**src/rtl/rdsc_pkg.sv**
```systemverilog
// shared types, op codes and the digit-to-ascii helper for the radix converter
// no dependencies
package rdsc_pkg;

  localparam int VALUE_W = 32;
  localparam int DATA_W  = 40;   // widest digit word: ten bcd digits
  localparam int LEN_W   = 6;    // holds up to 40 characters
  localparam int ITER_W  = 5;    // 32 double-dabble steps
  localparam int BCD_DIGITS = 10;
  localparam int OCT_DIGITS = 11;
  localparam int HEX_DIGITS = 8;

  localparam logic [6:0] ASCII_ZERO = 7'h30;
  localparam logic [6:0] ASCII_A    = 7'h41;

  typedef enum logic [1:0] {
    OP_BIN = 2'd0,
    OP_OCT = 2'd1,
    OP_HEX = 2'd2,
    OP_BCD = 2'd3
  } rdsc_op_t;

  // one string to emit: digits left aligned, first character at the top
  typedef struct packed {
    logic [DATA_W-1:0] data;
    rdsc_op_t          op;
    logic [LEN_W-1:0]  len;
    logic              neg;
  } rdsc_desc_t;

  function automatic logic [6:0] digit_to_ascii(input logic [3:0] d);
    logic [6:0] c;
    if (d < 4'd10) begin
      c = ASCII_ZERO + {3'b000, d};
    end else begin
      c = ASCII_A + {3'b000, d - 4'd10};
    end
    return c;
  endfunction

endpackage

```
**src/rtl/rdsc_if.sv**
```systemverilog
// valid/ready channel interfaces for the radix converter input and result items
// no dependencies
interface rdsc_in_if;
  logic               valid;
  logic               ready;
  logic signed [31:0] value;
  logic        [1:0]  operation;

  modport source (output valid, output value, output operation, input ready);
  modport sink   (input valid, input value, input operation, output ready);
endinterface

interface rdsc_out_if;
  logic       valid;
  logic       ready;
  logic [6:0] character;
  logic       last;
  logic       negative_rejected;

  modport source (output valid, output character, output last, output negative_rejected,
                  input ready);
  modport sink   (input valid, input character, input last, input negative_rejected,
                  output ready);
endinterface

```
**src/rtl/radix_digit_string_converter_core.sv**
```systemverilog
// top level of the radix digit string converter: front, queue and back
// depends on rdsc_pkg, rdsc_if, rdsc_front, rdsc_fifo, rdsc_back
//
// usage
//   in_chan takes one item: a signed 32-bit value and a base code (binary,
//   octal, hex, bcd bit string). out_chan returns its ascii characters most
//   significant first, last high on the final one, negative_rejected high on
//   the single '0' given for a negative value outside binary mode.
// pacing
//   the front takes one item at a time: binary, zero and negative items go
//   straight to the queue; octal and hex first strip leading zero digits,
//   one per cycle, and bcd runs 32 double-dabble steps before stripping.
//   the back emits one character per cycle while the receiver takes them,
//   loading each string from the queue before its first character.
// reset and stalls
//   synchronous active-low reset empties the queue and drops any string in
//   flight. a stalled receiver holds the output register; the back stops,
//   the two-entry queue fills, and the front then holds in_chan.ready low.
module radix_digit_string_converter_core import rdsc_pkg::*; (
  input  logic       clk,
  input  logic       rst_n,
  rdsc_in_if.sink    in_chan,
  rdsc_out_if.source out_chan
);

  // front to queue
  logic       f_valid, f_ready;
  rdsc_desc_t f_desc;
  // queue to back
  logic       b_valid, b_ready;
  rdsc_desc_t b_desc;

  rdsc_front u_front (
    .clk          (clk),
    .rst_n        (rst_n),
    .in_valid     (in_chan.valid),
    .in_ready     (in_chan.ready),
    .in_value     (in_chan.value),
    .in_operation (in_chan.operation),
    .desc_valid   (f_valid),
    .desc_ready   (f_ready),
    .desc         (f_desc)
  );

  // short descriptor queue so the front can classify the next item while a
  // string is still going out
  rdsc_fifo u_fifo (
    .clk      (clk),
    .rst_n    (rst_n),
    .wr_valid (f_valid),
    .wr_ready (f_ready),
    .wr_desc  (f_desc),
    .rd_valid (b_valid),
    .rd_ready (b_ready),
    .rd_desc  (b_desc)
  );

  // character emitter with its registered output stage
  rdsc_back u_back (
    .clk           (clk),
    .rst_n         (rst_n),
    .desc_valid    (b_valid),
    .desc_ready    (b_ready),
    .desc          (b_desc),
    .out_valid     (out_chan.valid),
    .out_ready     (out_chan.ready),
    .out_character (out_chan.character),
    .out_last      (out_chan.last),
    .out_neg       (out_chan.negative_rejected)
  );

endmodule

```
**src/rtl/rdsc_front.sv**
```systemverilog
// front end: accepts an item, classifies it, runs double dabble for bcd and
// strips leading zero digits; depends on rdsc_pkg
module rdsc_front import rdsc_pkg::*; (
  input  logic               clk,
  input  logic               rst_n,
  input  logic               in_valid,
  output logic               in_ready,
  input  logic signed [31:0] in_value,
  input  logic        [1:0]  in_operation,
  output logic               desc_valid,
  input  logic               desc_ready,
  output rdsc_desc_t         desc
);

  typedef enum logic [3:0] {
    ST_IDLE   = 4'b0001,
    ST_DABBLE = 4'b0010,
    ST_STRIP  = 4'b0100,
    ST_PUSH   = 4'b1000
  } state_t;

  state_t              state_r, state_nxt;
  logic [DATA_W-1:0]   data_r, data_nxt;
  logic [VALUE_W-1:0]  bin_r, bin_nxt;
  rdsc_op_t            op_r, op_nxt;
  logic [LEN_W-1:0]    cnt_r, cnt_nxt;
  logic                neg_r, neg_nxt;
  logic [ITER_W-1:0]   iter_r, iter_nxt;
  logic [DATA_W-1:0]   adj;
  logic                top_zero;
  rdsc_op_t            in_op;

  assign in_op    = rdsc_op_t'(in_operation);
  assign in_ready = (state_r == ST_IDLE);

  // add-3 correction on every bcd digit before the shift
  always_comb begin
    for (int k = 0; k < BCD_DIGITS; k++) begin
      if (data_r[4*k +: 4] >= 4'd5) begin
        adj[4*k +: 4] = data_r[4*k +: 4] + 4'd3;
      end else begin
        adj[4*k +: 4] = data_r[4*k +: 4];
      end
    end
  end

  assign top_zero = (op_r == OP_OCT) ? (data_r[DATA_W-1 -: 3] == 3'd0)
                                     : (data_r[DATA_W-1 -: 4] == 4'd0);

  always_comb begin
    state_nxt = state_r;
    data_nxt  = data_r;
    bin_nxt   = bin_r;
    op_nxt    = op_r;
    cnt_nxt   = cnt_r;
    neg_nxt   = neg_r;
    iter_nxt  = iter_r;
    unique case (state_r)
      ST_IDLE: begin
        if (in_valid) begin
          op_nxt  = in_op;
          neg_nxt = 1'b0;
          if (in_op == OP_BIN) begin
            data_nxt  = {in_value, 8'd0};
            cnt_nxt   = LEN_W'(VALUE_W);
            state_nxt = ST_PUSH;
          end else if (in_value[31] || (in_value == 32'sd0)) begin
            // zero or a rejected negative: one '0'
            data_nxt  = '0;
            cnt_nxt   = LEN_W'(1);
            neg_nxt   = in_value[31];
            state_nxt = ST_PUSH;
          end else if (in_op == OP_OCT) begin
            data_nxt  = {1'b0, in_value, 7'd0};
            cnt_nxt   = LEN_W'(OCT_DIGITS);
            state_nxt = ST_STRIP;
          end else if (in_op == OP_HEX) begin
            data_nxt  = {in_value, 8'd0};
            cnt_nxt   = LEN_W'(HEX_DIGITS);
            state_nxt = ST_STRIP;
          end else begin
            data_nxt  = '0;
            bin_nxt   = in_value;
            iter_nxt  = '0;
            state_nxt = ST_DABBLE;
          end
        end
      end
      ST_DABBLE: begin
        data_nxt = {adj[DATA_W-2:0], bin_r[VALUE_W-1]};
        bin_nxt  = {bin_r[VALUE_W-2:0], 1'b0};
        iter_nxt = iter_r + 1'b1;
        if (iter_r == ITER_W'(VALUE_W - 1)) begin
          cnt_nxt   = LEN_W'(BCD_DIGITS);
          state_nxt = ST_STRIP;
        end
      end
      ST_STRIP: begin
        // one leading zero digit per cycle; a positive value stops on a nonzero digit
        if (top_zero && (cnt_r != LEN_W'(1))) begin
          data_nxt = (op_r == OP_OCT) ? {data_r[DATA_W-4:0], 3'd0}
                                      : {data_r[DATA_W-5:0], 4'd0};
          cnt_nxt  = cnt_r - 1'b1;
        end else begin
          if (op_r == OP_BCD) begin
            cnt_nxt = {cnt_r[LEN_W-3:0], 2'b00};
          end
          state_nxt = ST_PUSH;
        end
      end
      ST_PUSH: begin
        if (desc_ready) begin
          state_nxt = ST_IDLE;
        end
      end
      default: state_nxt = ST_IDLE;
    endcase
  end

  always_ff @(posedge clk) begin
    if (!rst_n) begin
      state_r <= ST_IDLE;
    end else begin
      state_r <= state_nxt;
    end
  end

  always_ff @(posedge clk) begin
    data_r <= data_nxt;
    bin_r  <= bin_nxt;
    op_r   <= op_nxt;
    cnt_r  <= cnt_nxt;
    neg_r  <= neg_nxt;
    iter_r <= iter_nxt;
  end

  assign desc_valid = (state_r == ST_PUSH);
  assign desc.data  = data_r;
  assign desc.op    = op_r;
  assign desc.len   = cnt_r;
  assign desc.neg   = neg_r;

endmodule

```
**src/rtl/rdsc_fifo.sv**
```systemverilog
// two-entry queue of string descriptors between front and back
// depends on rdsc_pkg
module rdsc_fifo import rdsc_pkg::*; (
  input  logic       clk,
  input  logic       rst_n,
  input  logic       wr_valid,
  output logic       wr_ready,
  input  rdsc_desc_t wr_desc,
  output logic       rd_valid,
  input  logic       rd_ready,
  output rdsc_desc_t rd_desc
);

  rdsc_desc_t  entry_r [2];
  logic        wr_ptr_r, wr_ptr_nxt;
  logic        rd_ptr_r, rd_ptr_nxt;
  logic [1:0]  fill_r, fill_nxt;
  logic        push, pop;

  assign wr_ready = (fill_r != 2'd2);
  assign rd_valid = (fill_r != 2'd0);
  assign push     = wr_valid && wr_ready;
  assign pop      = rd_valid && rd_ready;
  assign rd_desc  = entry_r[rd_ptr_r];

  always_comb begin
    wr_ptr_nxt = push ? ~wr_ptr_r : wr_ptr_r;
    rd_ptr_nxt = pop ? ~rd_ptr_r : rd_ptr_r;
    fill_nxt   = fill_r + {1'b0, push} - {1'b0, pop};
  end

  always_ff @(posedge clk) begin
    if (!rst_n) begin
      wr_ptr_r <= 1'b0;
      rd_ptr_r <= 1'b0;
      fill_r   <= 2'd0;
    end else begin
      wr_ptr_r <= wr_ptr_nxt;
      rd_ptr_r <= rd_ptr_nxt;
      fill_r   <= fill_nxt;
    end
  end

  always_ff @(posedge clk) begin
    if (push) begin
      entry_r[wr_ptr_r] <= wr_desc;
    end
  end

endmodule

```
**src/rtl/rdsc_back.sv**
```systemverilog
// back end: walks one descriptor into the output register a character per cycle
// while the receiver takes each one; depends on rdsc_pkg
module rdsc_back import rdsc_pkg::*; (
  input  logic       clk,
  input  logic       rst_n,
  input  logic       desc_valid,
  output logic       desc_ready,
  input  rdsc_desc_t desc,
  output logic       out_valid,
  input  logic       out_ready,
  output logic [6:0] out_character,
  output logic       out_last,
  output logic       out_neg
);

  logic              busy_r, busy_nxt;
  logic [DATA_W-1:0] data_r, data_nxt;
  rdsc_op_t          op_r;
  logic [LEN_W-1:0]  rem_r, rem_nxt;
  logic              neg_r;
  logic              ovalid_r, ovalid_nxt;
  logic [6:0]        char_r, char_nxt;
  logic              last_r, last_nxt;
  logic              oneg_r, oneg_nxt;
  logic              advance, load;
  logic [3:0]        digit;

  assign advance    = busy_r && (!ovalid_r || out_ready);
  assign load       = !busy_r && desc_valid;
  assign desc_ready = !busy_r;

  always_comb begin
    unique case (op_r)
      OP_OCT: begin
        digit    = {1'b0, data_r[DATA_W-1 -: 3]};
        data_nxt = {data_r[DATA_W-4:0], 3'd0};
      end
      OP_HEX: begin
        digit    = data_r[DATA_W-1 -: 4];
        data_nxt = {data_r[DATA_W-5:0], 4'd0};
      end
      OP_BIN, OP_BCD: begin
        digit    = {3'd0, data_r[DATA_W-1]};
        data_nxt = {data_r[DATA_W-2:0], 1'b0};
      end
      default: begin
        digit    = 4'd0;
        data_nxt = data_r;
      end
    endcase
  end

  always_comb begin
    busy_nxt   = busy_r;
    rem_nxt    = rem_r;
    ovalid_nxt = ovalid_r;
    char_nxt   = char_r;
    last_nxt   = last_r;
    oneg_nxt   = oneg_r;
    if (advance) begin
      ovalid_nxt = 1'b1;
      char_nxt   = digit_to_ascii(digit);
      last_nxt   = (rem_r == LEN_W'(1));
      oneg_nxt   = neg_r;
      rem_nxt    = rem_r - 1'b1;
      busy_nxt   = (rem_r != LEN_W'(1));
    end else begin
      if (out_ready) begin
        ovalid_nxt = 1'b0;
      end
      if (load) begin
        busy_nxt = 1'b1;
        rem_nxt  = desc.len;
      end
    end
  end

  always_ff @(posedge clk) begin
    if (!rst_n) begin
      busy_r   <= 1'b0;
      ovalid_r <= 1'b0;
    end else begin
      busy_r   <= busy_nxt;
      ovalid_r <= ovalid_nxt;
    end
  end

  always_ff @(posedge clk) begin
    rem_r  <= rem_nxt;
    char_r <= char_nxt;
    last_r <= last_nxt;
    oneg_r <= oneg_nxt;
    if (load) begin
      data_r <= desc.data;
      op_r   <= desc.op;
      neg_r  <= desc.neg;
    end else if (advance) begin
      data_r <= data_nxt;
    end
  end

  assign out_valid     = ovalid_r;
  assign out_character = char_r;
  assign out_last      = last_r;
  assign out_neg       = oneg_r;

endmodule
```
**src/flat_wrapper.sv**
```systemverilog
// flat-port wrapper written by rule: the top's interface ports become plain ports
module radix_digit_string_converter_core_flat import rdsc_pkg::*;
  (clk, rst_n, in_chan_valid, in_chan_value, in_chan_operation, in_chan_ready, out_chan_valid, out_chan_character, out_chan_last, out_chan_negative_rejected, out_chan_ready);
  rdsc_in_if in_chan_i ();
  rdsc_out_if out_chan_i ();
  input  logic clk;
  input  logic rst_n;
  input wire logic [$bits(in_chan_i.valid)-1:0] in_chan_valid;
  input wire logic [$bits(in_chan_i.value)-1:0] in_chan_value;
  input wire logic [$bits(in_chan_i.operation)-1:0] in_chan_operation;
  output wire logic [$bits(in_chan_i.ready)-1:0] in_chan_ready;
  output wire logic [$bits(out_chan_i.valid)-1:0] out_chan_valid;
  output wire logic [$bits(out_chan_i.character)-1:0] out_chan_character;
  output wire logic [$bits(out_chan_i.last)-1:0] out_chan_last;
  output wire logic [$bits(out_chan_i.negative_rejected)-1:0] out_chan_negative_rejected;
  input wire logic [$bits(out_chan_i.ready)-1:0] out_chan_ready;
  assign in_chan_i.valid = in_chan_valid;
  assign in_chan_i.value = in_chan_value;
  assign in_chan_i.operation = in_chan_operation;
  assign in_chan_ready = in_chan_i.ready;
  assign out_chan_valid = out_chan_i.valid;
  assign out_chan_character = out_chan_i.character;
  assign out_chan_last = out_chan_i.last;
  assign out_chan_negative_rejected = out_chan_i.negative_rejected;
  assign out_chan_i.ready = out_chan_ready;
  radix_digit_string_converter_core u_core (.clk(clk), .rst_n(rst_n), .in_chan(in_chan_i), .out_chan(out_chan_i));
endmodule
```
**config.mk**
```make
export PLATFORM = sky130hd
export DESIGN_NAME = radix_digit_string_converter_core_flat
export DESIGN_NICKNAME = d
export VERILOG_FILES = /design/src/rtl/rdsc_pkg.sv /design/src/rtl/rdsc_if.sv /design/src/rtl/radix_digit_string_converter_core.sv /design/src/rtl/rdsc_front.sv /design/src/rtl/rdsc_fifo.sv /design/src/rtl/rdsc_back.sv /design/src/flat_wrapper.sv
export SDC_FILE = /design/constraint.sdc
export NUM_CORES = 1
export LEC_CHECK = 0
export ABC_CLOCK_PERIOD_IN_PS = 12000
export BUFFER_PORTS_ARGS = -buffer_cell sky130_fd_sc_hd__buf_4
export CAP_MARGIN = 20
export CORE_UTILIZATION = 65
export DETAILED_ROUTE_END_ITERATION = 8
export PLACE_DENSITY = 0.79
export SYNTH_ARGS = -nofsm -noshare
export SYNTH_HDL_FRONTEND = slang
export SYNTH_SLANG_ARGS = --single-unit
```
**constraint.sdc**
```tcl
create_clock -name clk -period 12 [get_ports clk]
set_clock_uncertainty 0.15 [all_clocks]
set_input_delay 1.2 -clock clk [delete_from_list [all_inputs] [get_ports clk]]
set_output_delay 1.2 -clock clk [all_outputs]
set_load 0.01 [all_outputs]
```
==> impl_summary.log <==
INFO  metric run_status = completed
INFO  metric insertedDiodeCount = 0
INFO  metric drv.max_cap_violation_count = 0
INFO  metric post_synth_num_cell_types = 60
INFO  metric count_of_pins_over_their_slew_limit = 0
INFO  metric clockPowerShare = between 20% and 30%
INFO  metric placeableCoreArea = about 0.019 mm²
INFO  metric post_synth_inst_count = about 1100
INFO  metric synth.top_cells.by_count = edfxtp_1 (242), nand2_1 (138), a21oi_1 (97)
INFO  metric post_synth_instance_area = 0.0127 mm²
INFO  metric multi_input_area = 0.00482 mm²
INFO  metric achievable-frequency = 294 MHz
INFO  metric place_worst_setup_slack = slightly above 8 ns
INFO  metric synth-main-ff-cell = edfxtp_1
INFO  metric die_footprint = 0.0201 mm²
INFO  metric synth_area_leaders = edfxtp_1 (57%), mux2i_1 (4.3%), nand2_1 (4.1%), a21oi_1 (3.8%), ha_1 (3.5%)
INFO  metric final.fill_count = between 1000 and 1500
INFO  metric yosysSeqAreaShare = between 50% and 60%
INFO  metric tritoncts = done
INFO  metric globalRouteTotalUtil = 26.8%
INFO  metric rrSetupSlack = about 8.6 ns
INFO  metric final.setup.worst_slack = roughly 8.6 ns
INFO  metric net-switching-power = between 900 and 1000 µW
INFO  metric irDropWorstVdd = roughly 0.16 mV
INFO  metric synth_seq_cells = between 200 and 300
INFO  metric fin_crit = 3.40 ns
INFO  metric cts_root_buffer = clkbuf_16
INFO  metric rsz_0062_raised_after_global_routing = false
INFO  metric first_global_vias = 8129
INFO  metric worst_slew_margin_rel = 30.9%
INFO  metric net_count_after_synthesis = 1172
INFO  metric grt_first_pass_wirelength = ~42 mm
INFO  metric ioPinCount = between 40 and 50
INFO  metric hp-class = flip-flop to flip-flop
INFO  metric gr_ovfl_total = 0
INFO  metric p_int = approximately 2000 µW
INFO  metric synth_top_area_share = between 50% and 60%
INFO  metric share_of_final_layout_standard_cells_stronger_than_drive_strength_1 = between 10% and 20%
INFO  metric antenna_found_initial = 0
INFO  metric clockBufferDepth = 3
INFO  metric ys_async_sr_fraction = 0%
INFO  metric cellPowerDensity = 212 mW/mm²
INFO  metric avgViaCountPerCell = roughly 6.3
INFO  metric ctsHoldBuffers = 0
INFO  metric gp_congestion = approximately 0.85
INFO  metric drt-pass1-iter-count = 7
INFO  metric critical_path_class = flip-flop to flip-flop
INFO  metric r2r-start = u_core.u_front.op_r[1]$_DFFE_PP_
INFO  metric power.static_leakage = about 0.0051 µW
INFO  metric report.final.hold_viol_count = 0
INFO  metric r2r_end = u_core.u_front.cnt_r[3]$_DFFE_PP_
INFO  metric synth_enable_flop_cells = approximately 240
INFO  metric routedWlPerCell = ~19 µm
INFO  metric final-setup-viol-count = 0
INFO  metric tritoncts.num_buffers = 26
INFO  metric route.vias.total = around 8800
INFO  metric io_buffer_count = 48
INFO  metric wl_met2 = roughly 12 mm
INFO  metric power.share.sequential = between 40% and 50%
INFO  metric wl_met1 = between 10 and 15 mm
INFO  metric crit_path_max_fanout = 48
INFO  metric die_y = 142 µm
INFO  metric wl = between 20 and 30 mm
INFO  metric synth_area_per_cell = between 10 and 15 µm²
INFO  metric swShare = 32.2%
INFO  metric layout-area-overhead-vs-synth = 11.9%
INFO  metric critical_path.endpoint_type = flip-flop
INFO  metric placementRows = 50
INFO  metric seq_area = 0.00749 mm²
INFO  metric htreeDepth = 1
INFO  metric pin_count_of_the_biggest_net_entering_global_routing = 81
INFO  metric combPwrFrac = about 28%
INFO  metric cts_setup_buffers = 0
INFO  metric insertion_delay = roughly 0.52 ns
INFO  metric drt.antenna.violating_nets = 0
INFO  metric most_frequent_cell_after_synthesis = edfxtp_1
INFO  metric path_clk_slew = 0.06 ns
INFO  metric final.period_utilization = around 28%
INFO  metric post_cts_repair_resize_count = 0
INFO  metric number_of_remaining_drc_errors = 0
INFO  metric initial_standard_cell_utilization_of_the_core = between 60 and 70%
INFO  metric timing.critical_path.from_type = flip-flop
INFO  metric die-width = approximately 140 µm
INFO  metric critical_path_arrival = 3.55 ns
INFO  metric layout.nets = between 1000 and 1500
INFO  metric dp_hpwl = approximately 17 mm
INFO  metric ys_warn_count = 0
INFO  metric synth_largest_area_cell = edfxtp_1
INFO  metric number_of_design_rule_violations_left_by_the_first_detailed_router_iteration = roughly 1000
INFO  metric worstPathRequired = about 12 ns
INFO  metric timing.hold.worst.start = u_core.u_back.neg_r$_DFFE_PP_
INFO  metric worstSetupEndpoint = u_core.u_front.cnt_r[3]$_DFFE_PP_
INFO  metric maxUsedRoutingLayer = met4
INFO  metric detailroute.wirelength.met3 = 2.03 mm
INFO  metric crit_path_start = u_core.u_front.op_r[1]$_DFFE_PP_
INFO  metric tightest_slew = just over 1 ns
INFO  metric worst-r2r-cell-count = 5
INFO  metric finalSetupTns = 0 ns
INFO  metric clock-sinks = between 200 and 300
==> flip-flops by register name, summed over array words and instances (netlist names), named ones only <==
name                         cells
u_core.u_fifo.entry_r           98
u_core.u_back.data_r            40
u_core.u_front.data_r           40
u_core.u_front.bin_r            32
u_core.u_back.out_character      7
u_core.u_back.rem_r              6
u_core.u_front.cnt_r             6
u_core.u_front.iter_r            5
u_core.u_front.state_r           4
u_core.u_back.op_r               2
u_core.u_fifo.fill_r             2
u_core.u_front.op_r              2
u_core.u_back.busy_r             1
u_core.u_back.neg_r              1
u_core.u_back.out_last           1
u_core.u_back.out_neg            1
u_core.u_back.out_valid          1
u_core.u_fifo.rd_ptr_r           1
u_core.u_fifo.wr_ptr_r           1
u_core.u_front.neg_r             1
==> routing by layer <==
layer / global-route usage (%) / vias to the layer above
li1: - / 4212
met1: 39.6 / 4229
met2: 42.1 / 358
met3: 3.71 / 46
met4: 7.30 / 0
met5: 0 / -
==> logic make-up after synthesis <==
family | synth area share (%)
XOR/XNOR | 2.14
buffers and inverters | 3.25
flip-flops | 59.0
AO/OA/AOI/OAI | 16.5
AND/OR/NAND/NOR | 10.9
multiplexers | 4.71
adder cells (fa/ha/maj) | 3.45
==> how the worst min path moves through the flow <==
stage	cells past startpoint	endpoint	slack, ns
after floorplan	0	u_core.u_back.out_neg$_DFFE_PP_	0.25
after global placement	0	u_core.u_back.out_neg$_DFFE_PP_	0.25
after detailed placement	0	u_core.u_back.out_neg$_DFFE_PP_	0.26
after CTS	0	u_core.u_back.out_neg$_DFFE_PP_	0.28
after global routing	0	u_core.u_back.out_neg$_DFFE_PP_	0.28
final	0	u_core.u_back.out_neg$_DFFE_PP_	0.28
==> layout make-up <==
class,instances,area share (%)
multi-input combinational,742,34.0
tap,260,2.29
sequential,253,52.8
clock inverter,18,1.12
timing repair buffer,63,3.85
clock buffer,30,4.84
inverter,42,1.11
==> layout by cell type (no fill, tap or decap), types with 4 or more instances in the layout <==
cell	n
a211oi_1	37
a21oi_1	97
a221o_1	15
a221o_2	8
a222oi_1	8
a22oi_1	40
and2_1	10
and3_1	10
buf_4	59
clkbuf_16	27
clkinv_1	10
clkinv_2	4
dfxtp_1	10
edfxtp_1	242
ha_1	34
inv_1	41
mux2_2	5
mux2i_1	54
nand2_1	136
nand2b_1	11
nand3_1	6
nor2_1	85
nor2b_1	5
nor3_1	5
nor3b_1	14
nor4_1	7
o21ai_0	49
o22ai_1	11
o2bb2ai_1	8
o32ai_1	9
xnor2_1	19
xor2_1	12
==> power by group through the flow <==
stage	sequential, µW	combinational (µW)	clock [µW]
4_1_cts	1350	825	808
5_1_grt	1370	955	840
2_1_floorplan	1330	640	0
6_report	1350	856	798
3_3_place_gp	1360	792	0
3_5_place_dp	1370	813	0
==> worst max-delay path, cell delays in order, from the launching register on <==
cell and delay [ns]:
edfxtp_1 0.50, nand2b_2 0.70, and2_1 0.41, o21ai_1 0.61, mux2_2 0.42, o311ai_0 0.38
==> stage by stage <==
| step | area [µm²] | instances | power [µW] | utilization (%) | hold slack, ns |
|---|---|---|---|---|---|
| 6_report | 14200 | 1408 | 3010 | 75.1 | 0.278 |
| 5_1_grt | 14200 | 1408 | 3170 | 75.1 | 0.281 |
| 4_1_cts | 14100 | 1404 | 2990 | 74.5 | 0.281 |
| 3_5_place_dp | 13200 | 1356 | 2180 | 70.1 | 0.262 |
| 3_3_place_gp | 13200 | 1356 | 2160 | 70.1 | 0.252 |
| 2_1_floorplan | 12700 | 1099 | 1970 | - | 0.250 |
(Power assumes the default switching activity.)
